==> src/t2u_pkg.sv <==
// ----------------------------------------------------------------------------
// t2u_pkg
// shared types and constants for the text to utf-8 transcoder
// ----------------------------------------------------------------------------
package t2u_pkg;

  // encoding modes
  localparam logic [1:0] MODE_UTF8    = 2'd0;
  localparam logic [1:0] MODE_LATIN1  = 2'd1;
  localparam logic [1:0] MODE_UTF16LE = 2'd2;
  localparam logic [1:0] MODE_UTF16BE = 2'd3;

  // byte order mark bytes
  localparam logic [7:0] BOM8_B0 = 8'hEF;
  localparam logic [7:0] BOM8_B1 = 8'hBB;
  localparam logic [7:0] BOM8_B2 = 8'hBF;
  localparam logic [15:0] BOM16  = 16'hFEFF;

  // configuration port
  localparam int unsigned ADDR_W = 3;
  localparam logic REG_MODE   = 1'b0;
  localparam logic REG_IGNORE = 1'b1;

  // queue between front and back
  localparam int unsigned QDEPTH = 2;
  localparam int unsigned QPTR_W = $clog2(QDEPTH);
  localparam int unsigned QCNT_W = $clog2(QDEPTH + 1);

  // one classified input word: up to three output bytes, first in slot 0
  typedef struct packed {
    logic [2:0][7:0] bytes;
    logic [1:0]      cnt;
    logic            last;
  } t2u_job_t;

endpackage

==> src/text_to_utf8_transcoder.sv <==
// ----------------------------------------------------------------------------
// text_to_utf8_transcoder
// utf-8 / latin-1 / utf-16 byte stream to utf-8 byte stream
// ----------------------------------------------------------------------------
// path: an accepted input word is queued, then loaded into the output register
// throughput: one input word per cycle while each gives one byte and out_stall
//   is low; a word of more bytes (3 max) slows it: one output register
// reset: mode utf-8, bom stripping on, message state cleared, queue and
//   output register empty; a register write also clears message state
// ----------------------------------------------------------------------------
module text_to_utf8_transcoder (
  input  logic                      clk,
  input  logic                      rst_n,
  // input words
  input  logic                      in_valid,
  output logic                      in_stall,
  input  logic [7:0]                in_byte,
  input  logic                      in_last,
  // output words
  output logic                      out_valid,
  input  logic                      out_stall,
  output logic [7:0]                out_byte,
  output logic                      out_has_byte,
  output logic                      out_last,
  // register port
  input  logic                      psel,
  input  logic                      penable,
  input  logic                      pwrite,
  input  logic [t2u_pkg::ADDR_W-1:0] paddr,
  input  logic [31:0]               pwdata,
  output logic [31:0]               prdata,
  output logic                      pready
);
  import t2u_pkg::*;

  // configuration registers
  logic [1:0] mode_r;
  logic       ignore_bom_r;
  logic       cfg_wr;

  // front to queue to back
  logic     push;
  t2u_job_t push_job;
  logic     q_full;
  logic     q_valid;
  t2u_job_t q_job;
  logic     pop;

  // register port: word address in paddr[2], writes complete in access phase
  assign pready = 1'b1;
  assign cfg_wr = psel && penable && pwrite;

  always_ff @(posedge clk) begin
    if (!rst_n) begin
      mode_r       <= MODE_UTF8;
      ignore_bom_r <= 1'b0;
    end else if (cfg_wr) begin
      unique case (paddr[2])
        REG_MODE:   mode_r       <= pwdata[1:0];
        REG_IGNORE: ignore_bom_r <= pwdata[0];
        default:    ;
      endcase
    end
  end

  always_comb begin
    unique case (paddr[2])
      REG_MODE:   prdata = {30'd0, mode_r};
      REG_IGNORE: prdata = {31'd0, ignore_bom_r};
      default:    prdata = '0;
    endcase
  end

  // front: takes words, strips the bom and forms byte groups
  t2u_front u_front (
    .clk      (clk),
    .rst_n    (rst_n),
    .mode     (mode_r),
    .keep_bom (ignore_bom_r),
    .clear    (cfg_wr),
    .in_valid (in_valid),
    .in_stall (in_stall),
    .in_byte  (in_byte),
    .in_last  (in_last),
    .q_full   (q_full),
    .push     (push),
    .push_job (push_job)
  );

  // queue lets the front keep taking words while the back stalls
  t2u_queue u_queue (
    .clk      (clk),
    .rst_n    (rst_n),
    .push     (push),
    .push_job (push_job),
    .pop      (pop),
    .full     (q_full),
    .q_valid  (q_valid),
    .q_job    (q_job)
  );

  // back: one byte per cycle into the output register, unless the output stalls
  t2u_back u_back (
    .clk          (clk),
    .rst_n        (rst_n),
    .q_valid      (q_valid),
    .q_job        (q_job),
    .pop          (pop),
    .out_valid    (out_valid),
    .out_stall    (out_stall),
    .out_byte     (out_byte),
    .out_has_byte (out_has_byte),
    .out_last     (out_last)
  );

endmodule

==> src/t2u_front.sv <==
// ----------------------------------------------------------------------------
// t2u_front
// accepts input words, tracks message state and forms output byte groups
// ----------------------------------------------------------------------------
module t2u_front (
  input  logic              clk,
  input  logic              rst_n,
  input  logic [1:0]        mode,
  input  logic              keep_bom,
  input  logic              clear,
  input  logic              in_valid,
  output logic              in_stall,
  input  logic [7:0]        in_byte,
  input  logic              in_last,
  input  logic              q_full,
  output logic              push,
  output t2u_pkg::t2u_job_t push_job
);
  import t2u_pkg::*;

  logic [1:0] pos_r, pos_nxt;
  logic [7:0] held_r, held_nxt;
  logic [1:0] hcnt_r, hcnt_nxt;
  logic       accept;
  logic       strip;
  logic [15:0] unit;
  t2u_job_t   job;

  function automatic t2u_job_t unit_job(input logic [15:0] cu);
    t2u_job_t j;
    j = '0;
    if (cu < 16'h0080) begin
      j.bytes[0] = {1'b0, cu[6:0]};
      j.cnt      = 2'd1;
    end else if (cu < 16'h0800) begin
      j.bytes[0] = {3'b110, cu[10:6]};
      j.bytes[1] = {2'b10, cu[5:0]};
      j.cnt      = 2'd2;
    end else begin
      j.bytes[0] = {4'b1110, cu[15:12]};
      j.bytes[1] = {2'b10, cu[11:6]};
      j.bytes[2] = {2'b10, cu[5:0]};
      j.cnt      = 2'd3;
    end
    return j;
  endfunction

  assign in_stall = q_full;
  assign accept   = in_valid && !q_full;
  assign strip    = !keep_bom;
  assign unit     = (mode == MODE_UTF16LE) ? {in_byte, held_r} : {held_r, in_byte};

  always_comb begin
    job      = '0;
    held_nxt = held_r;
    hcnt_nxt = hcnt_r;
    unique case (mode)
      MODE_UTF8: begin
        unique case (hcnt_r)
          2'd0: begin
            if (strip && pos_r == 2'd0 && in_byte == BOM8_B0 && !in_last) begin
              held_nxt = BOM8_B0;
              hcnt_nxt = 2'd1;
            end else begin
              job.bytes[0] = in_byte;
              job.cnt      = 2'd1;
            end
          end
          2'd1: begin
            if (in_byte == BOM8_B1 && !in_last) begin
              held_nxt = BOM8_B1;
              hcnt_nxt = 2'd2;
            end else begin
              job.bytes[0] = BOM8_B0;
              job.bytes[1] = in_byte;
              job.cnt      = 2'd2;
              hcnt_nxt     = 2'd0;
            end
          end
          default: begin
            if (in_byte != BOM8_B2) begin
              job.bytes[0] = BOM8_B0;
              job.bytes[1] = BOM8_B1;
              job.bytes[2] = in_byte;
              job.cnt      = 2'd3;
            end
            hcnt_nxt = 2'd0;
          end
        endcase
      end
      MODE_LATIN1: begin
        if (!in_byte[7]) begin
          job.bytes[0] = in_byte;
          job.cnt      = 2'd1;
        end else begin
          job.bytes[0] = {6'b110000, in_byte[7:6]};
          job.bytes[1] = {2'b10, in_byte[5:0]};
          job.cnt      = 2'd2;
        end
      end
      default: begin
        // utf-16, either byte order
        if (hcnt_r == 2'd0) begin
          held_nxt = in_byte;
          hcnt_nxt = 2'd1;
        end else begin
          if (!(strip && pos_r == 2'd1 && unit == BOM16)) begin
            job = unit_job(unit);
          end
          hcnt_nxt = 2'd0;
        end
      end
    endcase
    job.last = in_last;
    pos_nxt  = (pos_r == 2'd3) ? pos_r : pos_r + 2'd1;
    if (in_last) begin
      pos_nxt  = 2'd0;
      held_nxt = '0;
      hcnt_nxt = 2'd0;
    end
  end

  assign push     = accept && (job.cnt != 2'd0 || in_last);
  assign push_job = job;

  always_ff @(posedge clk) begin
    if (!rst_n || clear) begin
      pos_r  <= 2'd0;
      held_r <= '0;
      hcnt_r <= 2'd0;
    end else if (accept) begin
      pos_r  <= pos_nxt;
      held_r <= held_nxt;
      hcnt_r <= hcnt_nxt;
    end
  end

  // latin-1 never holds a byte back
  a_latin_no_hold: assert property (@(posedge clk) disable iff (!rst_n)
    mode == MODE_LATIN1 && hcnt_r == 2'd0 && !clear |=> hcnt_r == 2'd0 || $changed(mode))
    else $error("front holds a byte in latin-1 mode");

endmodule

==> src/t2u_queue.sv <==
// ----------------------------------------------------------------------------
// t2u_queue
// short fifo of byte groups between front and back
// ----------------------------------------------------------------------------
module t2u_queue (
  input  logic              clk,
  input  logic              rst_n,
  input  logic              push,
  input  t2u_pkg::t2u_job_t push_job,
  input  logic              pop,
  output logic              full,
  output logic              q_valid,
  output t2u_pkg::t2u_job_t q_job
);
  import t2u_pkg::*;

  t2u_job_t            slot_r [QDEPTH];
  logic [QPTR_W-1:0]   wr_ptr_r, rd_ptr_r;
  logic [QCNT_W-1:0]   cnt_r;
  logic                do_push, do_pop;

  assign full    = (cnt_r == QCNT_W'(QDEPTH));
  assign q_valid = (cnt_r != '0);
  assign q_job   = slot_r[rd_ptr_r];
  assign do_push = push && !full;
  assign do_pop  = pop && q_valid;

  always_ff @(posedge clk) begin
    if (!rst_n) begin
      wr_ptr_r <= '0;
      rd_ptr_r <= '0;
      cnt_r    <= '0;
    end else begin
      if (do_push) wr_ptr_r <= wr_ptr_r + 1'b1;
      if (do_pop)  rd_ptr_r <= rd_ptr_r + 1'b1;
      if (do_push && !do_pop)      cnt_r <= cnt_r + 1'b1;
      else if (do_pop && !do_push) cnt_r <= cnt_r - 1'b1;
    end
  end

  always_ff @(posedge clk) begin
    if (do_push) slot_r[wr_ptr_r] <= push_job;
  end

  a_no_push_full: assert property (@(posedge clk) disable iff (!rst_n) !(push && full))
    else $error("push into a full queue");

  a_cnt_range: assert property (@(posedge clk) disable iff (!rst_n)
    cnt_r <= QCNT_W'(QDEPTH))
    else $error("queue count out of range");

endmodule

==> src/t2u_back.sv <==
// ----------------------------------------------------------------------------
// t2u_back
// walks each byte group and drives the registered output channel
// ----------------------------------------------------------------------------
module t2u_back (
  input  logic              clk,
  input  logic              rst_n,
  input  logic              q_valid,
  input  t2u_pkg::t2u_job_t q_job,
  output logic              pop,
  output logic              out_valid,
  input  logic              out_stall,
  output logic [7:0]        out_byte,
  output logic              out_has_byte,
  output logic              out_last
);
  import t2u_pkg::*;

  logic [1:0] idx_r;
  logic       out_valid_r;
  logic [7:0] out_byte_r;
  logic       has_byte_r;
  logic       out_last_r;
  logic       ld;
  logic       job_done;
  logic [7:0] sel_byte;

  assign ld       = q_valid && (!out_valid_r || !out_stall);
  assign job_done = (q_job.cnt == 2'd0) || (idx_r == q_job.cnt - 2'd1);
  assign pop      = ld && job_done;

  always_comb begin
    unique case (idx_r)
      2'd0:    sel_byte = q_job.bytes[0];
      2'd1:    sel_byte = q_job.bytes[1];
      default: sel_byte = q_job.bytes[2];
    endcase
  end

  always_ff @(posedge clk) begin
    if (!rst_n) begin
      idx_r       <= 2'd0;
      out_valid_r <= 1'b0;
    end else begin
      if (ld) begin
        out_valid_r <= 1'b1;
        idx_r       <= job_done ? 2'd0 : idx_r + 2'd1;
      end else if (!out_stall) begin
        out_valid_r <= 1'b0;
      end
    end
  end

  always_ff @(posedge clk) begin
    if (ld) begin
      out_byte_r <= (q_job.cnt == 2'd0) ? 8'h00 : sel_byte;
      has_byte_r <= (q_job.cnt != 2'd0);
      out_last_r <= q_job.last && job_done;
    end
  end

  assign out_valid    = out_valid_r;
  assign out_byte     = out_byte_r;
  assign out_has_byte = has_byte_r;
  assign out_last     = out_last_r;

  a_marker_is_last: assert property (@(posedge clk) disable iff (!rst_n)
    out_valid_r && !has_byte_r |-> out_last_r && out_byte_r == 8'h00)
    else $error("bare end marker without last");

  a_idx_in_group: assert property (@(posedge clk) disable iff (!rst_n)
    q_valid |-> (idx_r < q_job.cnt) || (idx_r == 2'd0))
    else $error("byte index beyond group");

endmodule

==> config.mk <==
export PLATFORM = sky130hd
export DESIGN_NAME = text_to_utf8_transcoder
export DESIGN_NICKNAME = d
export VERILOG_FILES = /design/src/t2u_pkg.sv /design/src/text_to_utf8_transcoder.sv /design/src/t2u_front.sv /design/src/t2u_queue.sv /design/src/t2u_back.sv
export SDC_FILE = /design/constraint.sdc
export NUM_CORES = 1
export LEC_CHECK = 0
export BUFFER_PORTS_ARGS = -buffer_cell sky130_fd_sc_hd__buf_2
export CORE_MARGIN = 5
export CORE_UTILIZATION = 34
export DETAILED_ROUTE_END_ITERATION = 8
export PLACE_DENSITY_LB_ADDON = 0.15
export SLEW_MARGIN = 20
export SYNTH_ARGS = -nofsm -noshare
export SYNTH_HDL_FRONTEND = slang
export SYNTH_SLANG_ARGS = --single-unit
==> constraint.sdc <==
create_clock -name clk -period 9.5 [get_ports clk]
set_input_delay 1.9 -clock clk [delete_from_list [all_inputs] [get_ports clk]]
set_output_delay 1.9 -clock clk [all_outputs]
set_load 0.005 [all_outputs]
## After elaboration in Yosys (flattened, before gate mapping)

Memories as Yosys holds them, arrays and structs flattened. A register that Yosys moved wholly into a read port is not among the register bits.
Cells that the tools add are included.

- Register bits after elaboration: 32
- Latch bits: 0
- Memory bits (writable): 54
- Bits in read-only memories: 0
- Input port bits: 51
- Output and inout bits: 45
- Memories: 1

- Add/sub/neg operators: 7
- Multiply operators: 0
- Div/mod/pow operators: 0
- Magnitude comparators: 2
- Equality and inequality tests: 17
- Shift operators: 0
- Multiplexer cells: 42
- Bitwise gates (word level): 1
- Reduce and logical (&&, ||, !) cells: 46

Memory list:

| name | depth | bits a word | rd ports | clocked after memory_dff | write ports | line | RTL |
|---|---|---|---|---|---|---|---|
| u_queue.slot_r | 2 | 27 | 1 | 1 | 1 | t2u_queue.sv:17 | `t2u_job_t slot_r [QDEPTH];` |

Operators with widths:

| kind | number |
|---|---|
| $pmux 8 s2 | 5 |
| $pmux 32 s2 | 1 |
| $mux 8 | 7 |
| $mux 27 | 2 |
| $mux 16 | 3 |
| $pmux 18 s2 | 1 |
| $mux 10 | 3 |
| $mux 26 | 1 |
| $pmux 10 s2 | 1 |
| $mux 18 | 1 |
| $logic_and 1x1->1 | 17 |
| $eq 16x16->1 const B | 1 |
| $eq 8x8->1 const B | 2 |
| $lt 16x12->1 const B | 1 |
| $lt 16x8->1 const B | 1 |
| $mux 2 | 8 |
| $logic_not 2->1 | 5 |
| $eq 2x1->1 const B | 4 |
| $logic_not 1->1 | 8 |
| $ne 4x3->1 const B | 2 |
| $ne 8x8->1 const B | 1 |
| $pmux 2 s2 | 2 |
| $reduce_bool 2->1 | 4 |
| $mux 1 | 7 |
| 14 further kinds | 27 |

## Depth between registers and ports, before layout

- Depth after elaboration: 16
- Mapped depth: 12
- Mapped depth without buffers: 10

## Modules after synthesis

Synthesis repeated with hierarchy kept, for this count alone.

- Cell total of the unflattened synthesis: 494
- Area total of the unflattened synthesis: 5,182.5 sq um

Modules (own cells, without submodules):

| module | instances | cells an instance | area each (sq um) | sequential area each (sq um) |
|---|---|---|---|---|
| t2u_queue | 1 | 109 | 2,182.1 | 1,721.7 |
| t2u_front | 1 | 271 | 1,923.1 | 240.2 |
| t2u_back | 1 | 65 | 673.1 | 360.3 |
| text_to_utf8_transcoder | 1 | 49 | 404.1 | 60.1 |

## Worst setup path before layout

OpenSTA, ideal clock, no wires.

- Path type: input-to-reg
- Start: input in_byte[1]
- End: memory u_queue.slot_r[0][0] (netlist name), enable pin
- Arrival time: 4.289 ns
- Data required time: 9.086 ns
- Slack: 4.797 ns
- Stages on the path: 6
- Path buffers: 1
- Cell sequence: buf_4 -> and4_1 -> o211a_1 -> o32a_1 -> a41oi_1 -> nor2b_1

- Word-level cells in the longest chain between the ends: 13
- Elaborated cells on any way between the ends: 26
- Those cells by class: order compare: 2; eq/ne: 4; mux: 12; reduce/logical: 8

Ends and longest elaborated chain:

| item | line | RTL |
|---|---|---|
| start, declared | text_to_utf8_transcoder.sv:17 | `input logic [7:0] in_byte,` |
| $mux 16 | t2u_front.sv:51 | `assign unit = (mode == MODE_UTF16LE) ? {in_byte, held_r} : {held_r, in_byte};` |
| $lt 16x12->1 | t2u_front.sv:35 | `end else if (cu < 16'h0800) begin` |
| $mux 16 | t2u_front.sv:35 |  |
| $mux 10 | t2u_front.sv:32 | `if (cu < 16'h0080) begin` |
| $mux 27 | t2u_front.sv:107 | `if (!(strip && pos_r == 2'd1 && unit == BOM16)) begin` |
| $mux 27 | t2u_front.sv:103 | `if (hcnt_r == 2'd0) begin` |
| $pmux 18 s2 * | t2u_front.sv:57 | `unique case (mode)` |
| $reduce_bool 2->1 * | t2u_front.sv:123 | `assign push = accept && (job.cnt != 2'd0 \|\| in_last);` |
| $logic_or 1x1->1 * | t2u_front.sv:123 |  |
| $logic_and 1x1->1 * | t2u_front.sv:123 |  |
| $logic_and 1x1->1 * | t2u_queue.sv:25 | `assign do_push = push && !full;` |
| net u_queue.do_push | t2u_queue.sv:20 | `logic do_push, do_pop;` |
| $mux 1 * | t2u_queue.sv:42 | `if (do_push) slot_r[wr_ptr_r] <= push_job;` |
| $mux 1 (not written as such) * | t2u_queue.sv:42 |  |
| end, declared | t2u_queue.sv:17 |  |

The timed path passes the listed nets; every way through them passes the cells marked *.

## Worst setup path in the final report

- Start: input paddr[2] (netlist name)
- End: output prdata[0]

- Word-level cells in the longest chain between the ends: 2

Ends and longest elaborated chain:

| item | line | RTL |
|---|---|---|
| start, declared | text_to_utf8_transcoder.sv:29 | `input logic [t2u_pkg::ADDR_W-1:0] paddr,` |
| $not 1->1 (no source line) | n/a |  |
| $pmux 32 s2 * | text_to_utf8_transcoder.sv:67 | `unique case (paddr[2])` |
| end, declared | text_to_utf8_transcoder.sv:31 | `output logic [31:0] prdata,` |

Mark *: on every way between the ends. The rest lies on a longest branch, timed or not. The select of a mux whose other input is x is not followed.

==> summary.md <==
| Metric | Value |
|---|---|
| Status | finished clean |
| Worst-margin pin slew | slightly above 1 ns |
| Post-synth EDFFs | between 60 and 70 |
| Share of cells above drive strength 1 | 16.1% |
| RSZ-0062 raised after global routing | false |
| Area growth syn-to-layout | 8.52% |
| Clock Skews | 0.00673 ns |
| Total track usage | 14.5% |
| Max Buffers Root-to-Sink | 2 |
| Maximum vdd drop | around 0.000085 V |
| Worst hold slack | 0.475 ns |
| Critical path, cell by cell | buf_2 -> o21ai_0 -> buf_2 |
| Largest net degree at the start of global routing | 28 |
| Area leader, netlist | edfxtp_1 |
| Detailed Route WL | 11800 µm |
| #FFs+latches synth | 87 |
| I/O Buffers | 32 |
| Final setup viols | 0 |
| Worst-case reg-to-reg path depth | 7 |
| DP HPWL | 8220 µm |
| Post-Synth Adder-Cell Area | 1.79% |
| Sw Pwr | between 300 and 400 µW |
| Cell repeated most along the worst path | buf_2 |
| Avg Synthesized Cell Area | 10.6 µm² |
| Utilization after layout | 37.9% |
| NumNets Final | 532 |
| Simple-gate portion of the synthesized area | 15.0% |
| CTS tree | built |
| Req. time, crit path | 7.60 ns |
| Routed WL per cell | roughly 18 µm |
| Die Wd | 130 µm |
| CP Class | input pin to primary output |
| Sequential share of the synthesized area | 48.7% |
| # DRC | 0 |
| Pint | 817 µW |
| Synth Flop Type | edfxtp_1 |
| Critical path's slowest cell | buf_2 |
| Synth async-reset ratio | 0% |
| CP Max Fanout | 7 |
| Clock sink total | 87 |
| Critical path endpoint category | primary output |
| Post-CTS sizing | 0 |
| Initial core utilization | 35.0% |
| Post-CTS Repair Setup Buffers | 0 |
| Hold Buf Count CTS | 0 |
| Combinational Power Share | between 20% and 30% |
| Vias in the first global route | 3443 |
| # diodes | 0 |
| HP Class | flip-flop to flip-flop |
| Net Sw Frac | 32.5% |
| Placed cells | 643 |
| Initial antenna violation count | 0 |
| Min Tclk post-route | about 4.2 ns |
| Area of the mapped netlist | 0.00489 mm² |
| Largest family of logic cells by synthesized area | compound AO/OA/AOI/OAI gates |
| Count of different cell masters after synthesis | 69 |
| Syn Inst Count | 462 |
| R2R Setup Slk | around 6 ns |
| Total global routing overflow | 0 |
| Post-route insts no fill | 659 |
| Post-synthesis xor/xnor area fraction | less than 1% |
| GPL Wtd Cong | between 0.8 and 0.9 |
| Sequential share of power | about 44% |
| Total Die Area | 0.0169 mm² |
| Final period util | 44.4% |
| Slew Limit Fails | 0 |
| P_leak | 1.98 nW |
| Clk_lat worst skew | approximately 0.34 ns |
| Root Buffer | clkbuf_16 |
| Largest cells by area after synthesis | edfxtp_1, dfxtp_1, buf_4, nor2_1, mux2i_1 |
| First-pass GRT wire length | 19000 µm |
| Routed vias/inst | 5.45 |
| Final Hold Fails | 0 |
| Core area | ~0.014 mm² |
| CP arrival | 2.31 ns |
| CP peak stage delay | 0.14 ns |
| Count leader, synth | edfxtp_1 |
| # rows | 43 |
| H-tree levels | 3 |
| Yosys top cell area share | between 30% and 40% |
| Mux cell area share after synthesis | 4.25% |
| Slew headroom | 31.0% |
| Number of synthesis warnings | 0 |
| Power Density | ~230 mW/mm² |
| Via count | 3589 |
| DRT Pass-1 Iters | 5 |
| DRT iter0 DRCs | 259 |
| F_max | ~0.24 GHz |
| Clock-pin slew on the worst setup and hold paths | 0.06 ns |
| IO Pins | 96 |
| Die Ht | 130 µm |
| Cts bufs inserted | 9 |
| Antenna-violating nets left | 0 |
| Setup_tns | 0 ns |
| Clk pwr share | 27.7% |
| Hold path depth | 2 |
| Worst Setup Start Kind | input pin |
| Most common library cells after synthesis | edfxtp_1, nor2_1, buf_4, nand2_1, a21oi_1 |
| Max cap viols | 0 |
| Post-place setup slack | approximately 5.0 ns |
| Slack of the critical path | 5.29 ns |
| Compound-Gate Fraction of Synth Area | about a fifth |
cell usage in the layout (no fill, tap or decap), types with 9 or more instances in the layout:
cell type,netlist,final
edfxtp_1,64,64
nor2_1,41,40
nand2_1,32,32
buf_2,9,32
conb_1,2,31
a21oi_1,25,25
dfxtp_1,23,23
o21ai_0,16,16
inv_1,14,14
mux2i_1,14,14
nand3_1,14,14
a22o_1,13,13
a22oi_1,9,9
clkbuf_16,0,9
cell type report:
cell class                      instances  area [µm²]
Clock buffer                            9         225
Clock inverter                          7        57.6
Fill cell                            1428        8680
Inverter                               14        52.6
Multi-Input combinational cell        327        2180
Sequential cell                        87        2380
Tap cell                              180         225
Timing Repair Buffer                   35         183
power groups by stage:
stage | sequential, mW | combinational (mW) | clock (mW)
after detailed placement | 0.539 | 0.351 | 0
after floorplan | 0.537 | 0.255 | 0
after global routing | 0.537 | 0.395 | 0.360
after CTS | 0.530 | 0.352 | 0.346
after global placement | 0.537 | 0.347 | 0
final | 0.530 | 0.346 | 0.335
registers in the layout, indices dropped and copies added, names as in the netlist, named ones only:
name	count
u_queue.slot_r	54
u_front.hcnt_r	2
u_back.idx_r	2
mode_r	2
u_back.out_last	1
u_front.held_r	8
u_queue.rd_ptr_r	1
u_back.out_has_byte	1
ignore_bom_r	1
u_front.pos_r	2
u_queue.cnt_r	2
u_queue.wr_ptr_r	1
u_back.out_valid	1
u_back.out_byte	8
metal layers:
layer  wire length, µm  share of wire (%)  global-route usage, %  up-vias
li1                  -                  -                      -     1721
met1              5460                 46                   20.4     1738
met2              5540                 47                   22.5      114
met3               646                5.5                   3.27       16
met4               175                1.5                   4.03        0
met5                 0                  0                      0        -
final timing paths:
path,startpoint,to
setup reg to reg,mode_r[1],u_queue.cnt_r[1]
hold / removal,u_back.out_valid,u_back.out_valid
hold reg to reg,u_back.out_valid,u_back.out_valid
setup / recovery,paddr[2],prdata[0]
worst max-delay path: cells and delay by family:
family | cells | cell delay (ns)
buffers and inverters | 2 | 0.28
AO/OA/AOI/OAI | 1 | 0.14
per-stage QoR:
stage / instance area, µm² / power [mW]
floorplan: 5000 / 0.792
global placement: 5020 / 0.884
detailed placement: 5020 / 0.889
CTS: 5300 / 1.23
global route: 5310 / 1.29
finish: 5310 / 1.21
cells by family (layout without fill, tap and decap cells):
logic type      Yosys count  count (layout)
compound gates          128             128
other cells               2              31
fa+ha+maj                 7               7
flops                    87              87
buf+inv                  77              65
mux                      20              20
simple gates            137             137
xor+xnor                  4               4
(Power assumes the default switching activity.)
